===== src/hdl/ast_pkg.sv =====
// Shared types, constants and helper functions for the arc sector tessellator.
package ast_pkg;

    localparam int unsigned MIN_SEGS   = 3;
    localparam logic [4:0]  SEG_RESET  = 5'd20;
    localparam int unsigned ATAN_DEPTH = 24;
    localparam logic signed [33:0] INV_GAIN = 34'sd652032874;

    // Command codes
    localparam logic CMD_FAN  = 1'b0;
    localparam logic CMD_RING = 1'b1;

    typedef struct packed {
        logic               command;
        logic signed [15:0] center_x;
        logic signed [15:0] center_y;
        logic [15:0]        inner_radius;
        logic [15:0]        outer_radius;
        logic [16:0]        angle_start;
        logic [16:0]        angle_end;
        logic [15:0]        depth;
        logic [31:0]        color_rgba;
    } in_t;

    typedef struct packed {
        logic signed [15:0] pos_x;
        logic signed [15:0] pos_y;
        logic [15:0]        vertex_depth;
        logic [31:0]        vertex_color;
        logic [5:0]         vertex_index;
        logic               has_triangle;
        logic [5:0]         tri_a;
        logic [5:0]         tri_b;
        logic [5:0]         tri_c;
        logic               last;
    } out_t;

    // One classified command handed from the front end to the back end
    typedef struct packed {
        in_t         data;
        logic [16:0] lo;
        logic [31:0] quot;
        logic [4:0]  rem;
        logic [4:0]  segs;
    } job_t;

    typedef enum logic [1:0] {
        F_IDLE,
        F_DIV,
        F_PUSH
    } front_state_t;

    typedef enum logic [2:0] {
        B_IDLE,
        B_CENTER,
        B_START,
        B_CORDIC,
        B_MULX,
        B_MULY,
        B_EMIT
    } back_state_t;

    // CORDIC arctangent table, Q30 with a quarter turn at 2^30
    function automatic logic signed [33:0] atan_val(input logic [4:0] k);
        logic signed [33:0] v;
        case (k)
            5'd0:    v = 34'sh20000000;
            5'd1:    v = 34'sh12E4051E;
            5'd2:    v = 34'sh09FB385B;
            5'd3:    v = 34'sh051111D4;
            5'd4:    v = 34'sh028B0D43;
            5'd5:    v = 34'sh0145D7E1;
            5'd6:    v = 34'sh00A2F61E;
            5'd7:    v = 34'sh00517C55;
            5'd8:    v = 34'sh0028BE53;
            5'd9:    v = 34'sh00145F2F;
            5'd10:   v = 34'sh000A2F98;
            5'd11:   v = 34'sh000517CC;
            5'd12:   v = 34'sh00028BE6;
            5'd13:   v = 34'sh000145F3;
            5'd14:   v = 34'sh0000A2FA;
            5'd15:   v = 34'sh0000517D;
            5'd16:   v = 34'sh000028BE;
            5'd17:   v = 34'sh0000145F;
            5'd18:   v = 34'sh00000A30;
            5'd19:   v = 34'sh00000518;
            5'd20:   v = 34'sh0000028C;
            5'd21:   v = 34'sh00000146;
            5'd22:   v = 34'sh000000A3;
            5'd23:   v = 34'sh00000051;
            default: v = 34'sh0;
        endcase
        return v;
    endfunction

    // Round the Q30 product half up, add the center and saturate to 16 bits
    function automatic logic signed [15:0] place(input logic signed [50:0] prod,
                                                 input logic signed [15:0] center);
        logic signed [50:0] rnd;
        logic signed [21:0] v;
        rnd = prod + 51'sd536870912;
        v = {rnd[50], rnd[50:30]} + {{6{center[15]}}, center};
        if (v > 22'sd32767) begin
            return 16'sh7FFF;
        end else if (v < -22'sd32768) begin
            return 16'sh8000;
        end
        return v[15:0];
    endfunction

endpackage


===== src/hdl/ast_front.sv =====
// Front end: accept a command, order the angles, divide the span by the step count.
module ast_front #(
    parameter int unsigned MAX_SEGMENTS = 31
) (
    input  logic          clk,
    input  logic          rst_n,
    input  logic [4:0]    seg_cfg,
    input  logic          in_valid,
    output logic          in_ready,
    input  ast_pkg::in_t  in_data,
    output logic          job_valid,
    input  logic          job_ready,
    output ast_pkg::job_t job_data
);
    import ast_pkg::*;

    front_state_t state_reg, state_next;
    job_t         job_reg, job_next;
    logic [32:0]  div_reg, div_next;
    logic [4:0]   rem_reg, rem_next;
    logic [5:0]   cnt_reg, cnt_next;

    logic [16:0]  lo_w, span_w;
    logic [4:0]   segs_w;
    logic [5:0]   trial;
    logic         ge;

    // Order the angles and clamp the step count
    always_comb begin
        if (in_data.angle_start < in_data.angle_end) begin
            lo_w   = in_data.angle_start;
            span_w = in_data.angle_end - in_data.angle_start;
        end else begin
            lo_w   = in_data.angle_end;
            span_w = in_data.angle_start - in_data.angle_end;
        end
        segs_w = seg_cfg;
        if (32'(seg_cfg) > MAX_SEGMENTS) begin
            segs_w = 5'(MAX_SEGMENTS);
        end
        if (32'(segs_w) < MIN_SEGS) begin
            segs_w = 5'(MIN_SEGS);
        end
    end

    // One quotient bit per cycle
    assign trial = {rem_reg, div_reg[32]};
    assign ge    = trial >= {1'b0, job_reg.segs};

    always_comb begin
        state_next = state_reg;
        job_next   = job_reg;
        div_next   = div_reg;
        rem_next   = rem_reg;
        cnt_next   = cnt_reg;
        in_ready   = 1'b0;
        job_valid  = 1'b0;
        case (state_reg)
            F_IDLE: begin
                in_ready = 1'b1;
                if (in_valid) begin
                    job_next.data = in_data;
                    job_next.lo   = lo_w;
                    job_next.segs = segs_w;
                    div_next      = {span_w, 16'h0};
                    rem_next      = 5'd0;
                    cnt_next      = 6'd0;
                    state_next    = F_DIV;
                end
            end
            F_DIV: begin
                rem_next = ge ? 5'(trial - {1'b0, job_reg.segs}) : trial[4:0];
                div_next = {div_reg[31:0], ge};
                cnt_next = cnt_reg + 6'd1;
                if (cnt_reg == 6'd32) begin
                    state_next = F_PUSH;
                end
            end
            F_PUSH: begin
                job_valid = 1'b1;
                if (job_ready) begin
                    state_next = F_IDLE;
                end
            end
            default: state_next = F_IDLE;
        endcase
    end

    always_comb begin
        job_data      = job_reg;
        job_data.quot = div_reg[31:0];
        job_data.rem  = rem_reg;
    end

    // Hold state
    always_ff @(posedge clk or negedge rst_n) begin
        if (!rst_n) begin
            state_reg <= F_IDLE;
        end else begin
            state_reg <= state_next;
        end
    end

    always_ff @(posedge clk) begin
        job_reg <= job_next;
        div_reg <= div_next;
        rem_reg <= rem_next;
        cnt_reg <= cnt_next;
    end

endmodule


===== src/hdl/ast_fifo.sv =====
// Two-entry job queue between the front end and the back end.
module ast_fifo (
    input  logic          clk,
    input  logic          rst_n,
    input  logic          push_valid,
    output logic          push_ready,
    input  ast_pkg::job_t push_data,
    output logic          pop_valid,
    input  logic          pop_ready,
    output ast_pkg::job_t pop_data
);
    import ast_pkg::*;

    job_t       mem [2];
    logic       wr_ptr_reg, rd_ptr_reg;
    logic [1:0] count_reg;
    logic       do_push, do_pop;

    assign push_ready = count_reg != 2'd2;
    assign pop_valid  = count_reg != 2'd0;
    assign pop_data   = mem[rd_ptr_reg];
    assign do_push    = push_valid && push_ready;
    assign do_pop     = pop_valid && pop_ready;

    // Advance pointers and count
    always_ff @(posedge clk or negedge rst_n) begin
        if (!rst_n) begin
            wr_ptr_reg <= 1'b0;
            rd_ptr_reg <= 1'b0;
            count_reg  <= 2'd0;
        end else begin
            if (do_push) begin
                wr_ptr_reg <= ~wr_ptr_reg;
            end
            if (do_pop) begin
                rd_ptr_reg <= ~rd_ptr_reg;
            end
            count_reg <= count_reg + {1'b0, do_push} - {1'b0, do_pop};
        end
    end

    always_ff @(posedge clk) begin
        if (do_push) begin
            mem[wr_ptr_reg] <= push_data;
        end
    end

endmodule


===== src/hdl/ast_back.sv =====
// Back end: step angles, run the CORDIC, scale by radius and emit vertex beats.
module ast_back #(
    parameter int unsigned CORDIC_ITERATIONS = 16
) (
    input  logic          clk,
    input  logic          rst_n,
    input  logic          job_valid,
    output logic          job_ready,
    input  ast_pkg::job_t job_data,
    output logic          out_valid,
    input  logic          out_ready,
    output ast_pkg::out_t out_data
);
    import ast_pkg::*;

    back_state_t        state_reg, state_next;
    job_t               job_reg, job_next;
    logic [4:0]         step_reg, step_next;
    logic [31:0]        q_reg, q_next;
    logic [4:0]         r_reg, r_next;
    logic               side_reg, side_next;
    logic [4:0]         it_reg, it_next;
    logic [1:0]         quad_reg, quad_next;
    logic signed [33:0] x_reg, x_next, y_reg, y_next, z_reg, z_next;
    logic signed [50:0] prod_reg, prod_next;
    logic signed [15:0] px_reg, px_next;
    out_t               out_reg, out_next;
    logic               out_valid_reg, out_valid_next;

    logic               ring, free;
    logic [31:0]        phase;
    logic signed [33:0] cos_w, sin_w;
    logic [15:0]        rad;
    logic [5:0]         rsum;
    logic               carry;
    logic [5:0]         ii;

    assign ring  = job_reg.data.command == CMD_RING;
    assign free  = !out_valid_reg || out_ready;
    assign phase = {job_reg.lo[15:0], 16'h0} + q_reg;
    assign rad   = (ring && !side_reg) ? job_reg.data.inner_radius
                                       : job_reg.data.outer_radius;
    assign rsum  = {1'b0, r_reg} + {1'b0, job_reg.rem};
    assign carry = rsum >= {1'b0, job_reg.segs};
    assign ii    = {1'b0, step_reg};

    // Apply the quadrant by swap and negate
    always_comb begin
        case (quad_reg)
            2'd0:    begin cos_w = x_reg;  sin_w = y_reg;  end
            2'd1:    begin cos_w = -y_reg; sin_w = x_reg;  end
            2'd2:    begin cos_w = -x_reg; sin_w = -y_reg; end
            default: begin cos_w = y_reg;  sin_w = -x_reg; end
        endcase
    end

    always_comb begin
        state_next     = state_reg;
        job_next       = job_reg;
        step_next      = step_reg;
        q_next         = q_reg;
        r_next         = r_reg;
        side_next      = side_reg;
        it_next        = it_reg;
        quad_next      = quad_reg;
        x_next         = x_reg;
        y_next         = y_reg;
        z_next         = z_reg;
        prod_next      = prod_reg;
        px_next        = px_reg;
        out_next       = out_reg;
        out_valid_next = out_valid_reg && !out_ready;
        job_ready      = 1'b0;
        case (state_reg)
            B_IDLE: begin
                job_ready = 1'b1;
                if (job_valid) begin
                    job_next  = job_data;
                    step_next = 5'd0;
                    q_next    = 32'd0;
                    r_next    = 5'd0;
                    side_next = 1'b0;
                    state_next = (job_data.data.command == CMD_RING) ? B_START : B_CENTER;
                end
            end
            B_CENTER: begin
                if (free) begin
                    out_next              = '0;
                    out_next.pos_x        = job_reg.data.center_x;
                    out_next.pos_y        = job_reg.data.center_y;
                    out_next.vertex_depth = job_reg.data.depth;
                    out_next.vertex_color = job_reg.data.color_rgba;
                    out_valid_next        = 1'b1;
                    state_next            = B_START;
                end
            end
            B_START: begin
                x_next     = INV_GAIN;
                y_next     = 34'sd0;
                z_next     = $signed({4'b0, phase[29:0]});
                quad_next  = phase[31:30];
                it_next    = 5'd0;
                state_next = B_CORDIC;
            end
            B_CORDIC: begin
                if (!z_reg[33]) begin
                    x_next = x_reg - (y_reg >>> it_reg);
                    y_next = y_reg + (x_reg >>> it_reg);
                    z_next = z_reg - atan_val(it_reg);
                end else begin
                    x_next = x_reg + (y_reg >>> it_reg);
                    y_next = y_reg - (x_reg >>> it_reg);
                    z_next = z_reg + atan_val(it_reg);
                end
                it_next = it_reg + 5'd1;
                if (32'(it_reg) == CORDIC_ITERATIONS - 1) begin
                    state_next = B_MULX;
                end
            end
            B_MULX: begin
                prod_next  = 51'(cos_w * $signed({1'b0, rad}));
                state_next = B_MULY;
            end
            B_MULY: begin
                px_next    = place(prod_reg, job_reg.data.center_x);
                prod_next  = 51'(sin_w * $signed({1'b0, rad}));
                state_next = B_EMIT;
            end
            B_EMIT: begin
                if (free) begin
                    out_next              = '0;
                    out_next.pos_x        = px_reg;
                    out_next.pos_y        = place(prod_reg, job_reg.data.center_y);
                    out_next.vertex_depth = job_reg.data.depth;
                    out_next.vertex_color = job_reg.data.color_rgba;
                    out_next.has_triangle = step_reg != 5'd0;
                    if (!ring) begin
                        out_next.vertex_index = ii + 6'd1;
                        if (step_reg != 5'd0) begin
                            out_next.tri_a = ii + 6'd1;
                            out_next.tri_b = ii;
                        end
                    end else if (!side_reg) begin
                        out_next.vertex_index = {ii[4:0], 1'b0};
                        if (step_reg != 5'd0) begin
                            out_next.tri_a = {ii[4:0], 1'b0} - 6'd1;
                            out_next.tri_b = {ii[4:0], 1'b0} - 6'd2;
                            out_next.tri_c = {ii[4:0], 1'b0};
                        end
                    end else begin
                        out_next.vertex_index = {ii[4:0], 1'b1};
                        if (step_reg != 5'd0) begin
                            out_next.tri_a = {ii[4:0], 1'b0} - 6'd1;
                            out_next.tri_b = {ii[4:0], 1'b0};
                            out_next.tri_c = {ii[4:0], 1'b1};
                        end
                    end
                    out_next.last  = (step_reg == job_reg.segs) && (!ring || side_reg);
                    out_valid_next = 1'b1;
                    if (ring && !side_reg) begin
                        side_next  = 1'b1;
                        state_next = B_MULX;
                    end else if (step_reg == job_reg.segs) begin
                        state_next = B_IDLE;
                    end else begin
                        side_next  = 1'b0;
                        step_next  = step_reg + 5'd1;
                        r_next     = carry ? 5'(rsum - {1'b0, job_reg.segs}) : rsum[4:0];
                        q_next     = q_reg + job_reg.quot + {31'd0, carry};
                        state_next = B_START;
                    end
                end
            end
            default: state_next = B_IDLE;
        endcase
    end

    assign out_valid = out_valid_reg;
    assign out_data  = out_reg;

    // Hold control state
    always_ff @(posedge clk or negedge rst_n) begin
        if (!rst_n) begin
            state_reg     <= B_IDLE;
            out_valid_reg <= 1'b0;
        end else begin
            state_reg     <= state_next;
            out_valid_reg <= out_valid_next;
        end
    end

    always_ff @(posedge clk) begin
        job_reg  <= job_next;
        step_reg <= step_next;
        q_reg    <= q_next;
        r_reg    <= r_next;
        side_reg <= side_next;
        it_reg   <= it_next;
        quad_reg <= quad_next;
        x_reg    <= x_next;
        y_reg    <= y_next;
        z_reg    <= z_next;
        prod_reg <= prod_next;
        px_reg   <= px_next;
        out_reg  <= out_next;
    end

    a_iter_range: assert property (@(posedge clk) disable iff (!rst_n)
        state_reg == B_CORDIC |-> 32'(it_reg) < CORDIC_ITERATIONS)
        else $error("cordic iteration count overran");

    a_step_range: assert property (@(posedge clk) disable iff (!rst_n)
        state_reg != B_IDLE |-> step_reg <= job_reg.segs)
        else $error("step counter beyond segment count");

    a_rem_range: assert property (@(posedge clk) disable iff (!rst_n)
        state_reg != B_IDLE |-> r_reg < job_reg.segs)
        else $error("phase remainder not reduced");

    a_tri_index: assert property (@(posedge clk) disable iff (!rst_n)
        out_valid_reg && out_reg.has_triangle |-> out_reg.vertex_index != 6'd0)
        else $error("triangle on first vertex");

endmodule


===== src/hdl/arc_sector_tessellator_core.sv =====
// Top level of the arc sector tessellator: config register, front end, queue, back end.
// The front end divides the span by the step count; then, for each step, the back end runs
// the CORDIC for the angle and scales and outputs each vertex (two per ring step).
// Commands pass through the single shared CORDIC and multiplier one at a time, while the
// front end and the queue can take further commands.
// Reset: rst_n clears all control state and queue; segment_count returns to 20.
module arc_sector_tessellator_core #(
    parameter int unsigned MAX_SEGMENTS      = 31,
    parameter int unsigned CORDIC_ITERATIONS = 16
) (
    input  logic          clk,
    input  logic          rst_n,
    input  logic          cfg_we,
    input  logic [4:0]    cfg_wdata,
    input  logic          in_valid,
    output logic          in_ready,
    input  ast_pkg::in_t  in_data,
    output logic          out_valid,
    input  logic          out_ready,
    output ast_pkg::out_t out_data
);
    import ast_pkg::*;

    logic [4:0] seg_reg;
    logic       fj_valid, fj_ready, bj_valid, bj_ready;
    job_t       fj_data, bj_data;

    // Hold the segment count register
    always_ff @(posedge clk or negedge rst_n) begin
        if (!rst_n) begin
            seg_reg <= SEG_RESET;
        end else if (cfg_we) begin
            seg_reg <= cfg_wdata;
        end
    end

    ast_front #(.MAX_SEGMENTS(MAX_SEGMENTS)) u_front (
        .clk       (clk),
        .rst_n     (rst_n),
        .seg_cfg   (seg_reg),
        .in_valid  (in_valid),
        .in_ready  (in_ready),
        .in_data   (in_data),
        .job_valid (fj_valid),
        .job_ready (fj_ready),
        .job_data  (fj_data)
    );

    ast_fifo u_fifo (
        .clk        (clk),
        .rst_n      (rst_n),
        .push_valid (fj_valid),
        .push_ready (fj_ready),
        .push_data  (fj_data),
        .pop_valid  (bj_valid),
        .pop_ready  (bj_ready),
        .pop_data   (bj_data)
    );

    ast_back #(.CORDIC_ITERATIONS(CORDIC_ITERATIONS)) u_back (
        .clk       (clk),
        .rst_n     (rst_n),
        .job_valid (bj_valid),
        .job_ready (bj_ready),
        .job_data  (bj_data),
        .out_valid (out_valid),
        .out_ready (out_ready),
        .out_data  (out_data)
    );

endmodule

===== config.mk =====
export PLATFORM = sky130hd
export DESIGN_NAME = arc_sector_tessellator_core
export DESIGN_NICKNAME = d
export VERILOG_FILES = /design/src/hdl/ast_pkg.sv /design/src/hdl/ast_front.sv /design/src/hdl/ast_fifo.sv /design/src/hdl/ast_back.sv /design/src/hdl/arc_sector_tessellator_core.sv
export SDC_FILE = /design/constraint.sdc
export NUM_CORES = 2
export LEC_CHECK = 0
export ABC_CLOCK_PERIOD_IN_PS = 22700
export BUFFER_PORTS_ARGS = -buffer_cell sky130_fd_sc_hd__buf_2
export CORE_ASPECT_RATIO = 0.5
export CORE_MARGIN = 3
export CORE_UTILIZATION = 55
export CTS_CLUSTER_DIAMETER = 50
export CTS_CLUSTER_SIZE = 12
export DETAILED_ROUTE_END_ITERATION = 8
export PLACE_DENSITY = 0.72
export REMOVE_ABC_BUFFERS = 1
export SYNTH_ARGS = -nofsm -noshare
export SYNTH_HDL_FRONTEND = slang
export SYNTH_SLANG_ARGS = --single-unit

===== constraint.sdc =====
create_clock -name clk -period 22.7 [get_ports clk]
set_input_delay 4.54 -clock clk [delete_from_list [all_inputs] [get_ports clk]]
set_output_delay 4.54 -clock clk [all_outputs]
set_load 0.005 [all_outputs]

# Word level (Yosys, flattened, before mapping)
# Memory sizes are Yosys's and may differ from the RTL's. A register that Yosys moved wholly into a read port is not among the register bits.
# Cells that the tools add are included.
# totals
mem_count,3
register_bits,724
ramBits,412
inputBits,157
romBits,1920
output_inout_bits,108
wordCells,240
# classes
eq_ne,24
shifts,2
order_cmp,8
muxes,89
n_reduce_logical,30
bitwise,2
n_mul,2
add_sub_neg,27
# memory_table
memory,words,width,read_ports,rd_clocked_by_memory_dff,write_ports,line_no,source
(name not given),32,30,1,1,0,ast_pkg.sv:66,case (k)
(name not given),32,30,1,1,0,ast_pkg.sv:66,
u_fifo.mem,2,206,1,0,1,ast_fifo.sv:14,job_t mem [2];
# op_table
operator,count
34-bit 2-to-1 mux,7
106-bit 2-to-1 mux,2
106-bit case mux with 2 select lines,1
34-bit case mux with 2 select lines,3
34-bit case mux with 3 select lines,2
32-bit 2-to-1 mux,4
16-bit 2-to-1 mux,7
34-bit adder,3
34-bit by 17-bit multiplier with 51-bit output,2
51-bit case mux with 2 select lines,1
34-bit subtractor,3
34-bit negator,2
34-bit by 5-bit >>> shifter with 34-bit output,2
33-bit case mux with 2 select lines,1
32-bit adder,2
32-bit case mux with 2 select lines,1
5-bit 2-to-1 mux,12
18-bit 2-to-1 mux,3
51-bit by 31-bit adder with 51-bit output (second input constant),1
21-bit by 16-bit adder with 22-bit output,2
22-bit by 16-bit > comparator with 1-bit output (second input constant),2
22-bit by 16-bit < comparator with 1-bit output (second input constant),2
5-bit case mux with 2 select lines,4
17-bit 2-to-1 mux,2
48 further kinds,113

# Logic depth before layout (Yosys ltp)
# depth
depth_word,10
ltp_mapped,36
depth_no_buf,34

# By module
# A second synthesis with hierarchy kept.
# unflattened
hier_cells,9194
area_unflattened_um2,97662.4
# modules_own_cells
module,seq_area_each_um2,n_inst,area_each_um2,cells_per_inst
ast_back,14724.1,1,72628.4,7869
ast_fifo,12472.0,1,15591.2,658
ast_front,6446.2,1,9258.9,657
arc_sector_tessellator_core,127.6,1,183.9,10

# Worst setup path before layout
# OpenSTA, ideal clock, no wires.
# synth_path
path_kind,reg-to-reg
start,register u_back.state_reg[0]
end,register u_fifo.count_reg[1]
period_less_slack_ps,14625
path_stages_with_launch,10
path_buffers,1
setup_slack_ps,8075
t_arrival_ps,14546
setup_time_ps,80
required_time_ps,22620
cell_sequence,dfrtp_1 > clkbuf_1 > nor2_1 > inv_1 > nor3_1 > ha_1 > inv_1 > ha_1 > xnor2_1 > xnor2_1
# synth_between
elab_chain_len,4
# synth_lines
item,line_no,source
"start, declared",ast_back.sv:16,"back_state_t state_reg, state_next;"
"start signal, assigned",ast_back.sv:187,state_reg <= state_next;
3-bit zero test,ast_back.sv:74,case (state_reg)
1-bit 2-to-1 mux,ast_back.sv:74,
1-bit logical AND,ast_fifo.sv:23,assign do_pop = pop_valid && pop_ready;
named net u_fifo.do_pop,ast_fifo.sv:17,"logic do_push, do_pop;"
2-bit by 1-bit subtractor with 2-bit output,ast_fifo.sv:38,"count_reg <= count_reg + {1'b0, do_push} - {1'b0, do_pop};"
"end signal, assigned",ast_fifo.sv:38,
"end, declared",ast_fifo.sv:16,logic [1:0] count_reg;
# The timed path passes the listed nets, and every way through them passes these cells.
# A chain may end at the register's enable or synchronous reset.

# Worst setup path in the final report
# layout_path
start,register u_back.x_reg[1]
end,"register u_back.prod_reg[50], data pin"
# layout_between
elab_chain_len,4
word_cells_on_any_way,6
classes_between,1 x add/sub; 2 x mul; 3 x mux
# layout_lines
item,line_no,source
"start, declared",ast_back.sv:24,"logic signed [33:0] x_reg, x_next, y_reg, y_next, z_reg, z_next;"
"start signal, assigned",ast_back.sv:200,x_reg <= x_next;
34-bit negator,"ast_back.sv:52, ast_back.sv:53",
34-bit case mux with 3 select lines,ast_back.sv:49,case (quad_reg)
34-bit by 17-bit multiplier with 51-bit output (on tied branches),"ast_back.sv:126, ast_back.sv:121",
51-bit case mux with 2 select lines (*),ast_back.sv:74,
named net u_back.prod_next[50],ast_back.sv:25,"logic signed [50:0] prod_reg, prod_next;"
"end signal, assigned",ast_back.sv:203,prod_reg <= prod_next;
"end, declared",ast_back.sv:25,
# Mark *: on every way through the listed nets, which the timed path passes. The rest lies on a longest branch.

==> metrics.md <==
| Metric | Value |
|---|---|
| Syn_area_per_cell | 10.2 um2 |
| Outcome | finished clean |
| Main combinational cell family by area after synthesis | adder cells |
| Setup Buffers After CTS | 0 |
| Drc violations | 0 |
| Post-Synth Simple-Gate Area | 12.1% |
| Post-Synth XOR/XNOR Area | 3.99% |
| Synth Register Bits | 1032 |
| Slowest stage cell, crit path | o21ai_0 |
| Post-DP HPWL | 191 mm |
| DR vias/cell | 5.82 |
| Syn-to-layout area delta | 7.48% |
| Primary FF master, synth | edfxtp_1 |
| Leading area contributor after synthesis | edfxtp_1 |
| Total GRT Usage | 28.7% |
| Max_cap viols | 0 |
| Worst setup margin | 11.65 ns |
| FILL cells | 14080 |
| Final Cell Area | 100000 um2 |
| Unrepaired setup endpoints after global routing | no |
| Endpoints failing hold | 0 |
| Cell Area, Synth | 93300 um2 |
| Die span in y | 297 um |
| Vias in the first global route | 67425 |
| Worst Path Arrival | 11.65 ns |
| Setup TNS | 0 ns |
| CTS resizes | 0 |
| Antenna violations before repair | 18 |
| EDFF count, synth | 987 |
| Die Area | 175000 um2 |
| Adder-Cell Fraction of Synth Area | 29.0% |
| CTS max path bufs | 3 |
| Sequential cell area fraction in the yosys report | 32.8% |
| Core Region | 168000 um2 |
| Largest cells by area after synthesis | edfxtp_1, fa_1, ha_1 |
| Max-slew violation count | 0 |
| Worst-Margin Slew | 1.34 ns |
| Share of layout cells above drive strength 1 | 9.85% |
| DRT Wirelength | 251 mm |
| GPL Wtd Cong | 0.966 |
| Largest register FFs | 342 |
| Clock sink count | 1032 |
| Crit end category | flop |
| Synth Warn # | 0 |
| Final net count | 10885 |
| Root Buffer | clkbuf_16 |
| CTS tree | built |
| Cells after Synth | 9110 |
| Crit-path max cell delay | 0.88 ns |
| Setup slack after placement | 11.99 ns |
| Compound-cell area share of the yosys netlist | 9.29% |
| Skew-Pair Late Insertion Delay | 0.77 ns |
| First-pass GRT wire length | 391 mm |
| Antenna-violating nets left | 0 |
| Largest net degree at the start of global routing | 119 |
| GRT overflow | 0 |
| Post-route minimum period | 11.05 ns |
| Wire length per cell | 21.7 um |
| Tcrit/Tclk final | 48.7% |
| Worst hold slack | 0.415 ns |
| Initial core utilization | 55.6% |
| Worst slew margin | 9.76% |
| Crit start category | flop |
| # hold bufs at CTS | 0 |
| Vias | 67195 |
| 1st-pass router iterations | 7 |
| Min-delay worst type | flop to flop |
| TritonCTS Buffers | 105 |
| CP required | 23.31 ns |
| H-tree Lvls | 3 |
| Max Fclk | 90.5 MHz |
| I/O Buffers | 264 |
| Post-synthesis mux area share | 5.49% |
| Setup Crit Path Kind | flop to flop |
| Crit-path max FO | 6 |
| Cell area after placement | 96900 um2 |
| R2R setup slack | 11.65 ns |
| Iteration-0 DRC count of the detailed router | 6890 |
| Final setup viols | 0 |
| Die width | 588 um |
| Clock transition at the registers of the reported paths | 0.06 ns |
| Post-synth cell types | 101 |
| Post-synthesis async set-or-reset flop share | 1.45% |
| Num rows | 106 |
| Commonest non-fill, non-tap cell in the layout | inv_1 |
| Top-Level Pins | 265 |
| Clock Skew | 0.0787 ns |
| Worst path most repeated cell | fa_1 |
| Synth top area share | 31.8% |
| Most frequent cells in the layout | inv_1, nand2_1, fa_1 |
-- layout make-up --
cell class / instances / area [um2] / area share [%]
Antenna cell: 7 / 17.5 / 0.0175
Clock buffer: 156 / 2850 / 2.84
Clock inverter: 27 / 425 / 0.424
Inverter: 1346 / 5060 / 5.05
Multi-Input combinational cell: 6310 / 56100 / 56.0
Sequential cell: 1032 / 30600 / 30.6
Tap cell: 2268 / 2840 / 2.83
Timing Repair Buffer: 397 / 2330 / 2.33
-- final timing paths --
kind,startpoint,endpoint,cells past startpoint
hold / removal,u_back.job_reg[84],u_back.out_data[51],0
hold reg to reg,u_back.job_reg[84],u_back.out_data[51],0
setup / recovery,u_back.x_reg[1],u_back.prod_reg[50],33
max in group asynchronous,rst_n,u_fifo.rd_ptr_reg,1
min in group asynchronous,rst_n,seg_reg[0],1
setup reg to reg,u_back.x_reg[1],u_back.prod_reg[50],33
-- cell usage after synthesis, types with 27 or more instances --
cell         n
a211oi_1    60
a21o_1     131
a21oi_1    364
a31oi_1     56
and2_1      86
and3_1      41
buf_1       49
clkbuf_1   331
dfxtp_1     30
edfxtp_1   987
fa_1      1043
ha_1       493
inv_1     1341
mux2_2     212
mux2i_1    100
mux4_2      77
nand2_1   1154
nand2b_1    66
nand3_1    103
nand4_1     28
nor2_1     785
nor2b_1     69
nor3_1     100
o21a_1     103
o21ai_0    322
o21ai_1     27
o21bai_1    33
o31ai_1     34
or3_1       48
xnor2_1    252
xor2_1     173
-- critical path, delay by kind of cell, from the launching register on --
family,cells,cell delay [ns]
adders and majority gates,8,3.45
and+or+nand+nor,10,3.38
AOI/OAI and AO/OA,8,2.94
buffers and inverters,6,0.56
DFF,1,0.49
xor gates and xnor gates,1,0.10
-- metal layers --
metal | routed length, um | GRT usage (%)
met3 | 23000 | 6.37
met1 | 102000 | 39.1
met5 | 71 | 0
met4 | 10600 | 10.7
met2 | 115000 | 45.4
-- metrics by stage --
stage	utilization, %	cells
finish	59.7	11543
global route	59.7	11540
CTS	59.7	11536
detailed placement	57.8	11353
global placement	57.8	11353
floorplan	-	8688
-- logic make-up (layout without fill, tap and decap cells) --
family                   Yosys count  in the layout
AO/OA/AOI/OAI                   1370           1370
adder cells (fa/ha/maj)         1536           1536
other                              0              7
multiplexers                     389            389
XOR/XNOR                         425            425
AND/OR/NAND/NOR                 2590           2590
flip-flops                      1032           1032
buffers and inverters           1768           1926
Power is not shown: default switching activity piles up to over one toggle a cycle in this logic, so the estimate is an artifact.
